**config.mk**
```make
export PLATFORM = sky130hd
export DESIGN_NAME = tcse_queue
export DESIGN_NICKNAME = d
export VERILOG_FILES = /design/src/rtl/core/tcse_pkg.sv /design/src/rtl/core/tcse_queue.sv
export SDC_FILE = /design/constraint.sdc
export NUM_CORES = 1
export LEC_CHECK = 0
export ABC_AREA = 1
export BUFFER_PORTS_ARGS = -buffer_cell sky130_fd_sc_hd__buf_2
export CORE_ASPECT_RATIO = 0.8
export CORE_UTILIZATION = 40
export DETAILED_ROUTE_END_ITERATION = 7
export SYNTH_ARGS = -nofsm -noshare
export SYNTH_HDL_FRONTEND = slang
export SYNTH_SLANG_ARGS = --single-unit
```
**constraint.sdc**
```tcl
create_clock -name clock -period 2.61 [get_ports clock]
set_input_delay 0.261 -clock clock [delete_from_list [all_inputs] [get_ports clock]]
set_output_delay 0.261 -clock clock [all_outputs]
set_load 0.01 [all_outputs]
```
**src/rtl/core/tcse_pkg.sv**
```systemverilog
`timescale 1ns / 1ps
// tcse_pkg: shared types and constants of the text console scroll engine
// depends on nothing; used by every other file of the block

package tcse_pkg;

   localparam int DEF_COLUMNS = 80;
   localparam int DEF_ROWS    = 25;
   localparam int QUEUE_DEPTH = 2;

   localparam int CMD_W     = 2;
   localparam int CHAR_W    = 8;
   localparam int COLOR_W   = 8;
   localparam int CELL_W    = 16;
   localparam int COL_IN_W  = 7;
   localparam int ROW_IN_W  = 5;

   localparam logic [CHAR_W-1:0]  NEWLINE_CODE = 8'd10;
   localparam logic [CELL_W-1:0]  BLANK_CELL   = 16'h0020;
   localparam logic [CELL_W-1:0]  RESET_CELL   = 16'h0720;
   localparam logic [COLOR_W-1:0] RESET_COLOR  = 8'd7;

   typedef enum logic [CMD_W-1:0] {
      CMD_PUT   = 2'd0,
      CMD_READ  = 2'd1,
      CMD_WRITE = 2'd2
   } cmd_type;

   typedef enum logic [1:0] {
      OP_NONE,
      OP_WRITE,
      OP_READ
   } op_type;

   typedef enum logic [1:0] {
      ST_CLEAR,
      ST_IDLE,
      ST_READ,
      ST_SCROLL
   } back_state_type;

   // one queued job for the back end, apart from the cell address
   typedef struct packed {
      op_type                op;
      logic                  scroll;
      logic [CELL_W-1:0]     data;
      logic [ROW_IN_W-1:0]   cur_row;
      logic [COL_IN_W-1:0]   cur_col;
   } entry_type;

endpackage

```
**src/rtl/core/tcse_queue.sv**
```systemverilog
`timescale 1ns / 1ps
// tcse_queue: short first-in first-out queue of jobs between front and back
// depends on tcse_pkg for the default depth

module tcse_queue #(
   parameter int WIDTH = 8,
   parameter int DEPTH = tcse_pkg::QUEUE_DEPTH
) (
   input  logic             clock,
   input  logic             reset,
   input  logic             push,
   input  logic [WIDTH-1:0] push_data,
   output logic             push_ready,
   input  logic             pop,
   output logic             pop_valid,
   output logic [WIDTH-1:0] pop_data
);
   import tcse_pkg::*;

   localparam int PTR_W = (DEPTH > 1) ? $clog2(DEPTH) : 1;

   logic [WIDTH-1:0] slot_ff [DEPTH];
   logic [PTR_W-1:0] wr_ptr_ff, wr_ptr_in;
   logic [PTR_W-1:0] rd_ptr_ff, rd_ptr_in;
   logic [PTR_W:0]   count_ff, count_in;
   logic             do_push, do_pop;

   assign push_ready = (int'(count_ff) < DEPTH);
   assign pop_valid  = (count_ff != '0);
   assign pop_data   = slot_ff[rd_ptr_ff];
   assign do_push    = push && push_ready;
   assign do_pop     = pop && pop_valid;

   always_comb begin
      wr_ptr_in = wr_ptr_ff;
      rd_ptr_in = rd_ptr_ff;
      count_in  = count_ff;
      if (do_push) begin
         wr_ptr_in = (wr_ptr_ff == PTR_W'(DEPTH - 1)) ? '0 : wr_ptr_ff + 1'b1;
      end
      if (do_pop) begin
         rd_ptr_in = (rd_ptr_ff == PTR_W'(DEPTH - 1)) ? '0 : rd_ptr_ff + 1'b1;
      end
      if (do_push && !do_pop) begin
         count_in = count_ff + 1'b1;
      end else if (do_pop && !do_push) begin
         count_in = count_ff - 1'b1;
      end
   end

   always_ff @(posedge clock) begin
      if (reset) begin
         wr_ptr_ff <= '0;
         rd_ptr_ff <= '0;
         count_ff  <= '0;
      end else begin
         wr_ptr_ff <= wr_ptr_in;
         rd_ptr_ff <= rd_ptr_in;
         count_ff  <= count_in;
      end
   end

   always_ff @(posedge clock) begin
      if (do_push) begin
         slot_ff[wr_ptr_ff] <= push_data;
      end
   end

endmodule

```
==> flow_metrics.env <==
export IMPL_status="complete, no violations"
export IMPL_finalMaxSlewViolations=0
export IMPL_drive_gt1_share_pct=45.2
export IMPL_grt_antenna_before_repair=0
export IMPL_clkPwrFrac_pct=16.1
export IMPL_grt_max_degree=13
export IMPL_cts_root_buf="clkbuf_4"
export IMPL_startpoint_type="flop"
export IMPL_synthesis_nets=73
export IMPL_hold_class="in -> reg"
export IMPL_max_freq_mhz=619
export IMPL_post_route_period_util_pct=61.9
export IMPL_final_common_cell="buf_2"
export IMPL_leakage_nw=0.407
export IMPL_powerDensity_nw_per_um2=935
export IMPL_relSlewSlack_pct=49.4
export IMPL_ys_ff_latch=21
export IMPL_period_minus_slack_ns=1.62
export IMPL_cts_hold_buf=0
export IMPL_gr_total_overflow=0
export IMPL_synthCells=60
export IMPL_rsz0062_at_grt="false"
export IMPL_die_height_um=42.6
export IMPL_ant_nets=0
export IMPL_initial_utilization_pct=43.1
export IMPL_drt_iter0_markers=17
export IMPL_core_um2=1910
export IMPL_first_global_vias=401
export IMPL_drc=0
export IMPL_avgSynthCellArea_um2=13.7
export IMPL_peakVddDrop_mv=0.384
export IMPL_end_kind="primary output"
export IMPL_syn_to_final_growth_pct=18.4
export IMPL_placed_area_um2=947
export IMPL_tightest_slew_ns=0.757
export IMPL_cts_resized=0
export IMPL_gp_congestion=0.726
export IMPL_cts_buffers=3
export IMPL_ys_types=15
export IMPL_dp_hpwl_um=788
export IMPL_syn_area_um2=823
export IMPL_tns_ns=0
export IMPL_track_usage_pct=11.5
export IMPL_first_pass_iters=4
export IMPL_viasPerCell=4.45
export IMPL_final_cell_mix="buf_2 (21), edfxtp_1 (16), mux2_2 (8)"
export IMPL_p_sw_mw=0.292
export IMPL_cts_sinks=21
export IMPL_swShare_pct=32.1
export IMPL_vias=481
export IMPL_worstPathArrival_ns=1.36
export IMPL_worstSetupPathType="reg -> out"
export IMPL_max_cap_viol_count=0
export IMPL_cts_clk_slew_worst_paths_ns=0.10
export IMPL_design_area_um2=975
export IMPL_yosys_warnings=0
export IMPL_clock_skew_ns=0.00164
export IMPL_worstPathMaxFanout=8
export IMPL_post_drt_wl_per_cell_um=9.95
export IMPL_diodes=0
export IMPL_p_int_mw=0.619
export IMPL_synth_seq_area_share_pct=70.5
export IMPL_htreeDepth=1
export IMPL_worstPathRequired_ns=2.35
export IMPL_num_rows=14
export IMPL_fin_nets=98
export IMPL_wl_um=1080
export IMPL_post_cts_buffers=0
export IMPL_cts_buffer_depth=2
export IMPL_seq_power_share_pct=51.7
export IMPL_ios=22
export IMPL_setup_violations_final=0
export IMPL_die_area_um2=2240
export IMPL_worstSkewPairLatency_ns=0.30
export IMPL_nFillCells=174
export IMPL_grt_pass1_wl_um=1720
export IMPL_place_ws_ns=1.18
export IMPL_io_buffers=21
export IMPL_tritoncts="done"
export IMPL_die_width_um=52.7
export IMPL_hold_viol=0
export IMPL_comb_power_share_pct=32.1
export IMPL_finalPower_mw=0.911
export IMPL_fin_ws_ns=0.994
## per-stage QoR
stage / instances / util, % / hold slack [ns]
4_1_cts: 108 / 51.0 / 0.128
5_1_grt: 108 / 51.0 / 0.112
6_report: 108 / 51.0 / 0.134
2_1_floorplan: 60 / - / 0.331
3_5_place_dp: 104 / 49.6 / 0.452
3_3_place_gp: 104 / 49.6 / 0.449
## flip-flops by register name (all words and copies together), names as in the netlist, named ones only
register and flops:
slot_ff 16, count_ff 2, rd_ptr_ff 1, wr_ptr_ff 1
## synth_stat cells
cell type / count / area share (%)
inv_2: 2 / 0.91
nor2_1: 6 / 2.7
ha_1: 1 / 1.5
nand2_1: 6 / 2.7
edfxtp_1: 16 / 58
nand4_1: 1 / 0.76
nand2_2: 2 / 1.5
dfxtp_1: 5 / 12
nor3_2: 1 / 1.2
buf_6: 1 / 1.4
mux2_2: 8 / 11
nand3_1: 2 / 1.2
a21oi_1: 2 / 1.2
inv_1: 6 / 2.7
o21ai_0: 1 / 0.61
## cell type report
type	count	area (µm²)	share of cell area, %
flip-flops and latches	21	581	59.6
clock buffers	3	22.5	2.31
repair buffers	21	105	10.8
clock inverters	1	5.00	0.513
inverters	8	30.0	3.08
multi-input cells	30	201	20.7
well taps	24	30.0	3.08
## power groups by stage
stage	Combinational, mW	Sequential [mW]	Clock, mW
final	0.293	0.472	0.147
after global placement	0.294	0.478	0
after global routing	0.333	0.482	0.171
after detailed placement	0.296	0.481	0
after CTS	0.298	0.473	0.153
after floorplan	0.229	0.462	0
## path summary, 6_finish.rpt
check	slack, ns	cells after the start	endpoint	start
hold / removal	0.13	2	wr_ptr_ff	reset
hold reg to reg	0.51	1	count_ff[0]	count_ff[0]
setup / recovery	0.99	2	pop_data[6]	flop
setup reg to reg	1.17	3	slot_ff[1][4]	count_ff[1]
## kinds of logic after synthesis
| group | synth area share, % |
|---|---|
| AND/OR/NAND/NOR | 10.2 |
| flip-flops | 70.5 |
| buffers and inverters | 5.02 |
| multiplexers | 10.9 |
| AO/OA/AOI/OAI | 1.82 |
| adder cells (fa/ha/maj) | 1.52 |
## routing by layer
layer,part of all wire [%],track usage [%],up-vias,wire (µm)
met5,0,0,-,0
met4,1.3,4.74,0,14
met2,42,15.4,13,450
met3,5.3,6.52,2,57
met1,51,15.0,210,552
li1,-,-,256,-
## critical path, cell delays in order (launching register included)
cell	delay [ns]
dfxtp_1	0.55
mux2_2	0.38
buf_2	0.14
Power figures use the tool's default switching activity.
