File: config.mk
export PLATFORM = sky130hd
export DESIGN_NAME = tcse_front_flat
export DESIGN_NICKNAME = d
export VERILOG_FILES = /design/src/rtl/core/tcse_pkg.sv /design/src/rtl/core/tcse_if.sv /design/src/rtl/core/tcse_front.sv /design/src/flat_wrapper.sv
export SDC_FILE = /design/constraint.sdc
export NUM_CORES = 1
export LEC_CHECK = 0
export ABC_AREA = 1
export BUFFER_PORTS_ARGS = -buffer_cell sky130_fd_sc_hd__buf_2
export CAP_MARGIN = 10
export CORE_ASPECT_RATIO = 0.75
export CORE_UTILIZATION = 50
export DETAILED_ROUTE_END_ITERATION = 8
export GPL_TIMING_DRIVEN = 1
export PLACE_DENSITY = 0.8
export SLEW_MARGIN = 5
export SYNTH_ARGS = -nofsm -noshare
export SYNTH_HDL_FRONTEND = slang
export SYNTH_SLANG_ARGS = --single-unit
export TNS_END_PERCENT = 1
File: constraint.sdc
create_clock -name clock -period 4.8 [get_ports clock]
set_input_delay 0.24 -clock clock [delete_from_list [all_inputs] [get_ports clock]]
set_output_delay 0.24 -clock clock [all_outputs]
set_load 0.03 [all_outputs]
File: src/rtl/core/tcse_pkg.sv
`timescale 1ns / 1ps
// tcse_pkg: shared types and constants of the text console scroll engine
// depends on nothing; used by every other file of the block

package tcse_pkg;

   localparam int DEF_COLUMNS = 80;
   localparam int DEF_ROWS    = 25;
   localparam int QUEUE_DEPTH = 2;

   localparam int CMD_W     = 2;
   localparam int CHAR_W    = 8;
   localparam int COLOR_W   = 8;
   localparam int CELL_W    = 16;
   localparam int COL_IN_W  = 7;
   localparam int ROW_IN_W  = 5;

   localparam logic [CHAR_W-1:0]  NEWLINE_CODE = 8'd10;
   localparam logic [CELL_W-1:0]  BLANK_CELL   = 16'h0020;
   localparam logic [CELL_W-1:0]  RESET_CELL   = 16'h0720;
   localparam logic [COLOR_W-1:0] RESET_COLOR  = 8'd7;

   typedef enum logic [CMD_W-1:0] {
      CMD_PUT   = 2'd0,
      CMD_READ  = 2'd1,
      CMD_WRITE = 2'd2
   } cmd_type;

   typedef enum logic [1:0] {
      OP_NONE,
      OP_WRITE,
      OP_READ
   } op_type;

   typedef enum logic [1:0] {
      ST_CLEAR,
      ST_IDLE,
      ST_READ,
      ST_SCROLL
   } back_state_type;

   // one queued job for the back end, apart from the cell address
   typedef struct packed {
      op_type                op;
      logic                  scroll;
      logic [CELL_W-1:0]     data;
      logic [ROW_IN_W-1:0]   cur_row;
      logic [COL_IN_W-1:0]   cur_col;
   } entry_type;

endpackage

File: src/rtl/core/tcse_if.sv
`timescale 1ns / 1ps
// tcse_req_if and tcse_rsp_if: valid/ready channels of the console engine
// depends on tcse_pkg for the field widths

interface tcse_req_if;
   import tcse_pkg::*;

   logic                valid;
   logic                ready;
   logic [CMD_W-1:0]    cmd;
   logic [CHAR_W-1:0]   char_code;
   logic [COLOR_W-1:0]  cell_color;
   logic [COL_IN_W-1:0] column;
   logic [ROW_IN_W-1:0] row;

   modport source (output valid, cmd, char_code, cell_color, column, row, input ready);
   modport sink   (input valid, cmd, char_code, cell_color, column, row, output ready);
endinterface


File: src/rtl/core/tcse_front.sv
`timescale 1ns / 1ps
// tcse_front: accepts items, keeps cursor, top-row pointer and text colour,
// and turns each item into a back-end job. depends on tcse_pkg, tcse_req_if

module tcse_front #(
   parameter int  COLUMNS = tcse_pkg::DEF_COLUMNS,
   parameter int  ROWS    = tcse_pkg::DEF_ROWS,
   localparam int ADDR_W  = $clog2(COLUMNS * ROWS)
) (
   input  logic                      clock,
   input  logic                      reset,
   tcse_req_if.sink                  req,
   input  logic                      csr_wr_en,
   input  logic [tcse_pkg::COLOR_W-1:0] csr_wr_data,
   input  logic                      mem_ready,
   input  logic                      q_ready,
   output logic                      q_push,
   output tcse_pkg::entry_type       q_ctl,
   output logic [ADDR_W-1:0]         q_addr
);
   import tcse_pkg::*;

   localparam int COL_W = $clog2(COLUMNS);
   localparam int ROW_W = $clog2(ROWS);

   logic [ROW_W-1:0]   cur_row_ff, cur_row_in;
   logic [COL_W-1:0]   cur_col_ff, cur_col_in;
   logic [ROW_W-1:0]   top_ff, top_in;
   logic [COLOR_W-1:0] text_color_ff;

   logic             accept;
   logic             in_range;
   logic             advance;
   logic [ROW_W-1:0] lrow;
   logic [COL_W-1:0] lcol;
   logic [ROW_W:0]   psum;
   logic [ROW_W-1:0] prow;

   assign req.ready = q_ready && mem_ready;
   assign accept    = req.valid && req.ready;
   assign q_push    = accept;
   assign in_range  = (int'(req.column) < COLUMNS) && (int'(req.row) < ROWS);

   always_comb begin
      cur_row_in   = cur_row_ff;
      cur_col_in   = cur_col_ff;
      top_in       = top_ff;
      advance      = 1'b0;
      lrow         = cur_row_ff;
      lcol         = cur_col_ff;
      q_ctl        = '0;
      q_ctl.op     = OP_NONE;
      unique case (cmd_type'(req.cmd))
         CMD_PUT: begin
            if (req.char_code == NEWLINE_CODE) begin
               cur_col_in = '0;
               advance    = 1'b1;
            end else begin
               q_ctl.op   = OP_WRITE;
               q_ctl.data = {text_color_ff, req.char_code};
               if (cur_col_ff == COL_W'(COLUMNS - 1)) begin
                  cur_col_in = '0;
                  advance    = 1'b1;
               end else begin
                  cur_col_in = cur_col_ff + 1'b1;
               end
            end
         end
         CMD_READ: begin
            lrow = ROW_W'(req.row);
            lcol = COL_W'(req.column);
            if (in_range) begin
               q_ctl.op = OP_READ;
            end
         end
         CMD_WRITE: begin
            lrow = ROW_W'(req.row);
            lcol = COL_W'(req.column);
            if (in_range) begin
               q_ctl.op   = OP_WRITE;
               q_ctl.data = {req.cell_color, req.char_code};
            end
         end
         default: begin
         end
      endcase
      // past the last row: the screen scrolls, cursor stays on the last row
      if (advance) begin
         if (cur_row_ff == ROW_W'(ROWS - 1)) begin
            q_ctl.scroll = 1'b1;
            top_in = (top_ff == ROW_W'(ROWS - 1)) ? '0 : top_ff + 1'b1;
         end else begin
            cur_row_in = cur_row_ff + 1'b1;
         end
      end
      q_ctl.cur_row = ROW_IN_W'(cur_row_in);
      q_ctl.cur_col = COL_IN_W'(cur_col_in);
      // logical row to stored row through the top-row pointer
      psum = {1'b0, lrow} + {1'b0, top_ff};
      if (int'(psum) >= ROWS) begin
         psum = psum - (ROW_W + 1)'(ROWS);
      end
      prow   = ROW_W'(psum);
      q_addr = ADDR_W'(int'(prow) * COLUMNS + int'(lcol));
   end

   always_ff @(posedge clock) begin
      if (reset) begin
         cur_row_ff <= '0;
         cur_col_ff <= '0;
         top_ff     <= '0;
      end else if (accept) begin
         cur_row_ff <= cur_row_in;
         cur_col_ff <= cur_col_in;
         top_ff     <= top_in;
      end
   end

   always_ff @(posedge clock) begin
      if (reset) begin
         text_color_ff <= RESET_COLOR;
      end else if (csr_wr_en) begin
         text_color_ff <= csr_wr_data;
      end
   end

endmodule

File: src/flat_wrapper.sv
// flat-port wrapper written by rule: the top's interface ports become plain ports
module tcse_front_flat import tcse_pkg::*;
#(
   parameter int  COLUMNS = tcse_pkg::DEF_COLUMNS,
   parameter int  ROWS    = tcse_pkg::DEF_ROWS,
   localparam int ADDR_W  = $clog2(COLUMNS * ROWS)
)
  (clock, reset, csr_wr_en, csr_wr_data, mem_ready, q_ready, q_push, q_ctl, q_addr, req_valid, req_cmd, req_char_code, req_cell_color, req_column, req_row, req_ready);
  tcse_req_if req_i ();
  input  logic clock;
  input  logic reset;
  input  logic csr_wr_en;
  input  logic [tcse_pkg::COLOR_W-1:0] csr_wr_data;
  input  logic mem_ready;
  input  logic q_ready;
  output logic q_push;
  output tcse_pkg::entry_type q_ctl;
  output logic [ADDR_W-1:0] q_addr;
  input wire logic [$bits(req_i.valid)-1:0] req_valid;
  input wire logic [$bits(req_i.cmd)-1:0] req_cmd;
  input wire logic [$bits(req_i.char_code)-1:0] req_char_code;
  input wire logic [$bits(req_i.cell_color)-1:0] req_cell_color;
  input wire logic [$bits(req_i.column)-1:0] req_column;
  input wire logic [$bits(req_i.row)-1:0] req_row;
  output wire logic [$bits(req_i.ready)-1:0] req_ready;
  assign req_i.valid = req_valid;
  assign req_i.cmd = req_cmd;
  assign req_i.char_code = req_char_code;
  assign req_i.cell_color = req_cell_color;
  assign req_i.column = req_column;
  assign req_i.row = req_row;
  assign req_ready = req_i.ready;
  tcse_front #(.COLUMNS(COLUMNS), .ROWS(ROWS)) u_core (.clock(clock), .reset(reset), .req(req_i), .csr_wr_en(csr_wr_en), .csr_wr_data(csr_wr_data), .mem_ready(mem_ready), .q_ready(q_ready), .q_push(q_push), .q_ctl(q_ctl), .q_addr(q_addr));
endmodule
==> out/summary.txt <==
worst skew pair latency: 0.27 ns
combinational share of power: 0.494
Die H: 63.5 um
DIE AREA: 5340 um^2
Placer Congestion: 0.906
Setup Fix Bufs, Post-CTS: 0
final hold vios: 0
Yosys warning total: 0
TritonCTS Buffers: 3
via/cell ratio: 5.13
final worst path period share: 0.945
Hold Path Depth: 3
status: finished, violations left
hold wc startpoint: csr_wr_data[1]
VDD IR max: 0.154 mV
Finish-stage setup viols: 0
sink of the worst hold path: u_core.text_color_ff[1]$_SDFFE_PP1P_
switching power: 0.000300 W
Switching Fraction: 0.435
Routed wire per std cell: 11.9 um
Seq/Total Area, Yosys: 0.198
minimum clock period: 4.54 ns
FF+latch count, synth: 25
most frequent cells in the layout: buf_2 (86), nand2_1 (82), inv_1 (63)
Fin Setup TNS: 0 ns
Worst-Margin Slew: 0.595 ns
cell taking the most area after synthesis: dfxtp_1
initial antenna violation count: 0
Reg power frac: 0.326
Worst Path Required: 4.56 ns
max_slew headroom: 0.601
Core Footprint: 4650 um^2
final max-slew violation count: 0
die width: 84.0 um
crit path max-delay cell type: fa_2
CP cell instances: inv_1, o21ai_1, ha_1, inv_1, fa_1, ha_1, nand3b_1, nand3_1, nand2_2, o21ai_0, inv_1, ha_1, ha_1, fa_2, nand3_1, xor2_1, nand3_1, nand2_1, clkbuf_4
FMAX: 220 MHz
ant diodes: 0
Post-DP Area: 2990 um^2
Max FO, Critical Path: 7
fraction of layout cells with a size suffix above 1: 0.236
Clk pin slew, worst setup/hold paths: 0.09 ns
grt ovf: 0
first-pass GRT wire length: 10500 um
setup repair after global routing missed its margin: false
Setup crit start kind: register
Mapped Area: 2520 um^2
maxcap violations: 0
Synth cell types: 34
Yosys top cell area share: 0.198
FF-to-FF End: u_core.top_ff[3]$_SDFFE_PP0P_
largest net degree at the start of global routing: 21
Static Leak: 1.77 nW
Root Driver: clkbuf_8
CP peak stage delay: 0.57 ns
IO buf count: 87
FF-to-FF setup slack: 3.14 ns
arrival time at the worst endpoint: 4.30 ns
Crit Path Class: register to output port
num ports: 88
worst r2r src: u_core.cur_col_ff[0]$_SDFFE_PP0P_
# clock sinks: 25
CTS tree: yes
vias post-DR: 2729
cell area after layout: 3070 um^2
clock share of power: 0.180
H-tree depth: 1
pwr/cell area: 225 nW/um^2
Synth Instances: 393
Pint: 0.000390 W
Final HPWL DP: 5100 um
initial DRC count: 181
worst hold path type: input pin to register
Worst setup EP type: output port
fin nets: 549
most used cell, CP: ha_1
DRC Markers: 18
antenna-violating nets left: 0
final wirelength: 6320 um
failing checks: design-rule violations
Starting Density: 0.543
Synth area leaders: dfxtp_1 (20%), ha_1 (13%), nand2_1 (12%)
Syn Nets: 466
Clock Tree Buf Depth: 2
most common cell after layout, fill and taps aside: buf_2
vias in the first global route: 2403
Setup Skew: 0.00247 ns
reg2reg path depth: 9
Fin Hold WS: 0.180 ns
all-layer global routing usage: 0.239
Syn Area/Cell: 6.42 um^2
Area Growth Syn to Fin: 21.8%
hold buffers post-CTS: 0
Rows: 21
first-pass detailed-route iteration total: 6
[metal layers]
metal	vias to the layer above	part of all wire	routed length [um]	GRT usage
met5	-	0	0	0
met4	0	0.013	82	0.0582
met3	10	0.060	381	0.0354
met2	100	0.44	2750	0.402
met1	1188	0.49	3100	0.321
li1	1431	-	-	-
[power groups by stage]
stage                     Sequential [W]  Clock, W  Combinational [W]
after floorplan                 0.000228         0           0.000244
after global routing            0.000226  0.000136           0.000375
final                           0.000225  0.000124           0.000341
after CTS                       0.000225  0.000130           0.000334
after detailed placement        0.000230         0           0.000332
after global placement          0.000229         0           0.000327
[critical path, delay by kind of cell (launching register included)]
kind | cells | cell delay [ns]
flip-flops | 1 | 0.38
AO/OA/AOI/OAI | 2 | 0.31
XOR/XNOR | 1 | 0.22
AND/OR/NAND/NOR | 6 | 0.68
buffers and inverters | 4 | 0.40
adder cells (fa/ha/maj) | 6 | 2.03
[metrics by stage]
step           setup slack [ns]  instances  power [W]   util
2_1_floorplan             0.368        393   0.000472      -
3_3_place_gp              0.313        528   0.000556  0.644
3_5_place_dp              0.124        528   0.000562  0.644
4_1_cts                  0.0945        532   0.000688  0.654
5_1_grt                 0.00775        532   0.000737  0.661
6_report                  0.264        532   0.000691  0.661
[cells by family (layout without fill, tap and decap cells)]
| kind of cell | Yosys count | in the layout | share of synthesized area |
|---|---|---|---|
| adder cells (fa/ha/maj) | 29 | 29 | 0.153 |
| buffers and inverters | 77 | 159 | 0.117 |
| flip-flops | 25 | 25 | 0.198 |
| AND/OR/NAND/NOR | 176 | 176 | 0.333 |
| AO/OA/AOI/OAI | 70 | 70 | 0.144 |
| XOR/XNOR | 16 | 16 | 0.0555 |
[cells in the mapped netlist, drive strengths merged]
cell / instances
a21o: 1
a21oi: 22
a31oi: 1
buf: 4
clkbuf: 6
clkinv: 1
dfxtp: 25
fa: 3
ha: 26
inv: 66
nand2: 86
nand3: 47
nand3b: 2
nand4: 3
nor2: 32
nor3: 4
nor4: 1
o21ai: 44
o22ai: 1
o311ai: 1
or2: 1
xnor2: 5
xor2: 11
[flip-flops by register name, indices dropped and copies added, names as in the netlist]
name / count
u_core.top_ff: 5
u_core.cur_row_ff: 5
u_core.text_color_ff: 8
u_core.cur_col_ff: 7
[repair_timing]
action	4_1_cts	5_1_grt
endpoints found under the setup margin	0	1
endpoints found under the hold margin	0	0
gates resized for setup	0	12
[final cells by class]
cell class              instances  area [um^2]
clock buffers                   3         41.3
fillers                       413         1580
inverters                      67          251
well taps                      57         71.3
multi-input cells             291         1750
repair buffers                 88          445
flip-flops and latches         25          504
clock inverters                 1         5.00
[worst max-delay path by stage]
stage	to	startpoint	depth (start not counted)	slack [ns]
2_1_floorplan	q_addr[10]	req_cmd[0]	22	0.37
3_3_place_gp	q_addr[10]	req_cmd[0]	22	0.31
3_5_place_dp	q_addr[10]	req_cmd[0]	21	0.12
4_1_cts	q_addr[10]	u_core.cur_row_ff[0]$_SDFFE_PP0P_	19	0.09
5_1_grt	q_addr[10]	u_core.cur_row_ff[0]$_SDFFE_PP0P_	20	0.008
6_report	q_addr[10]	u_core.cur_row_ff[0]$_SDFFE_PP0P_	19	0.26
Note: power is estimated with default switching activity, not from simulation.
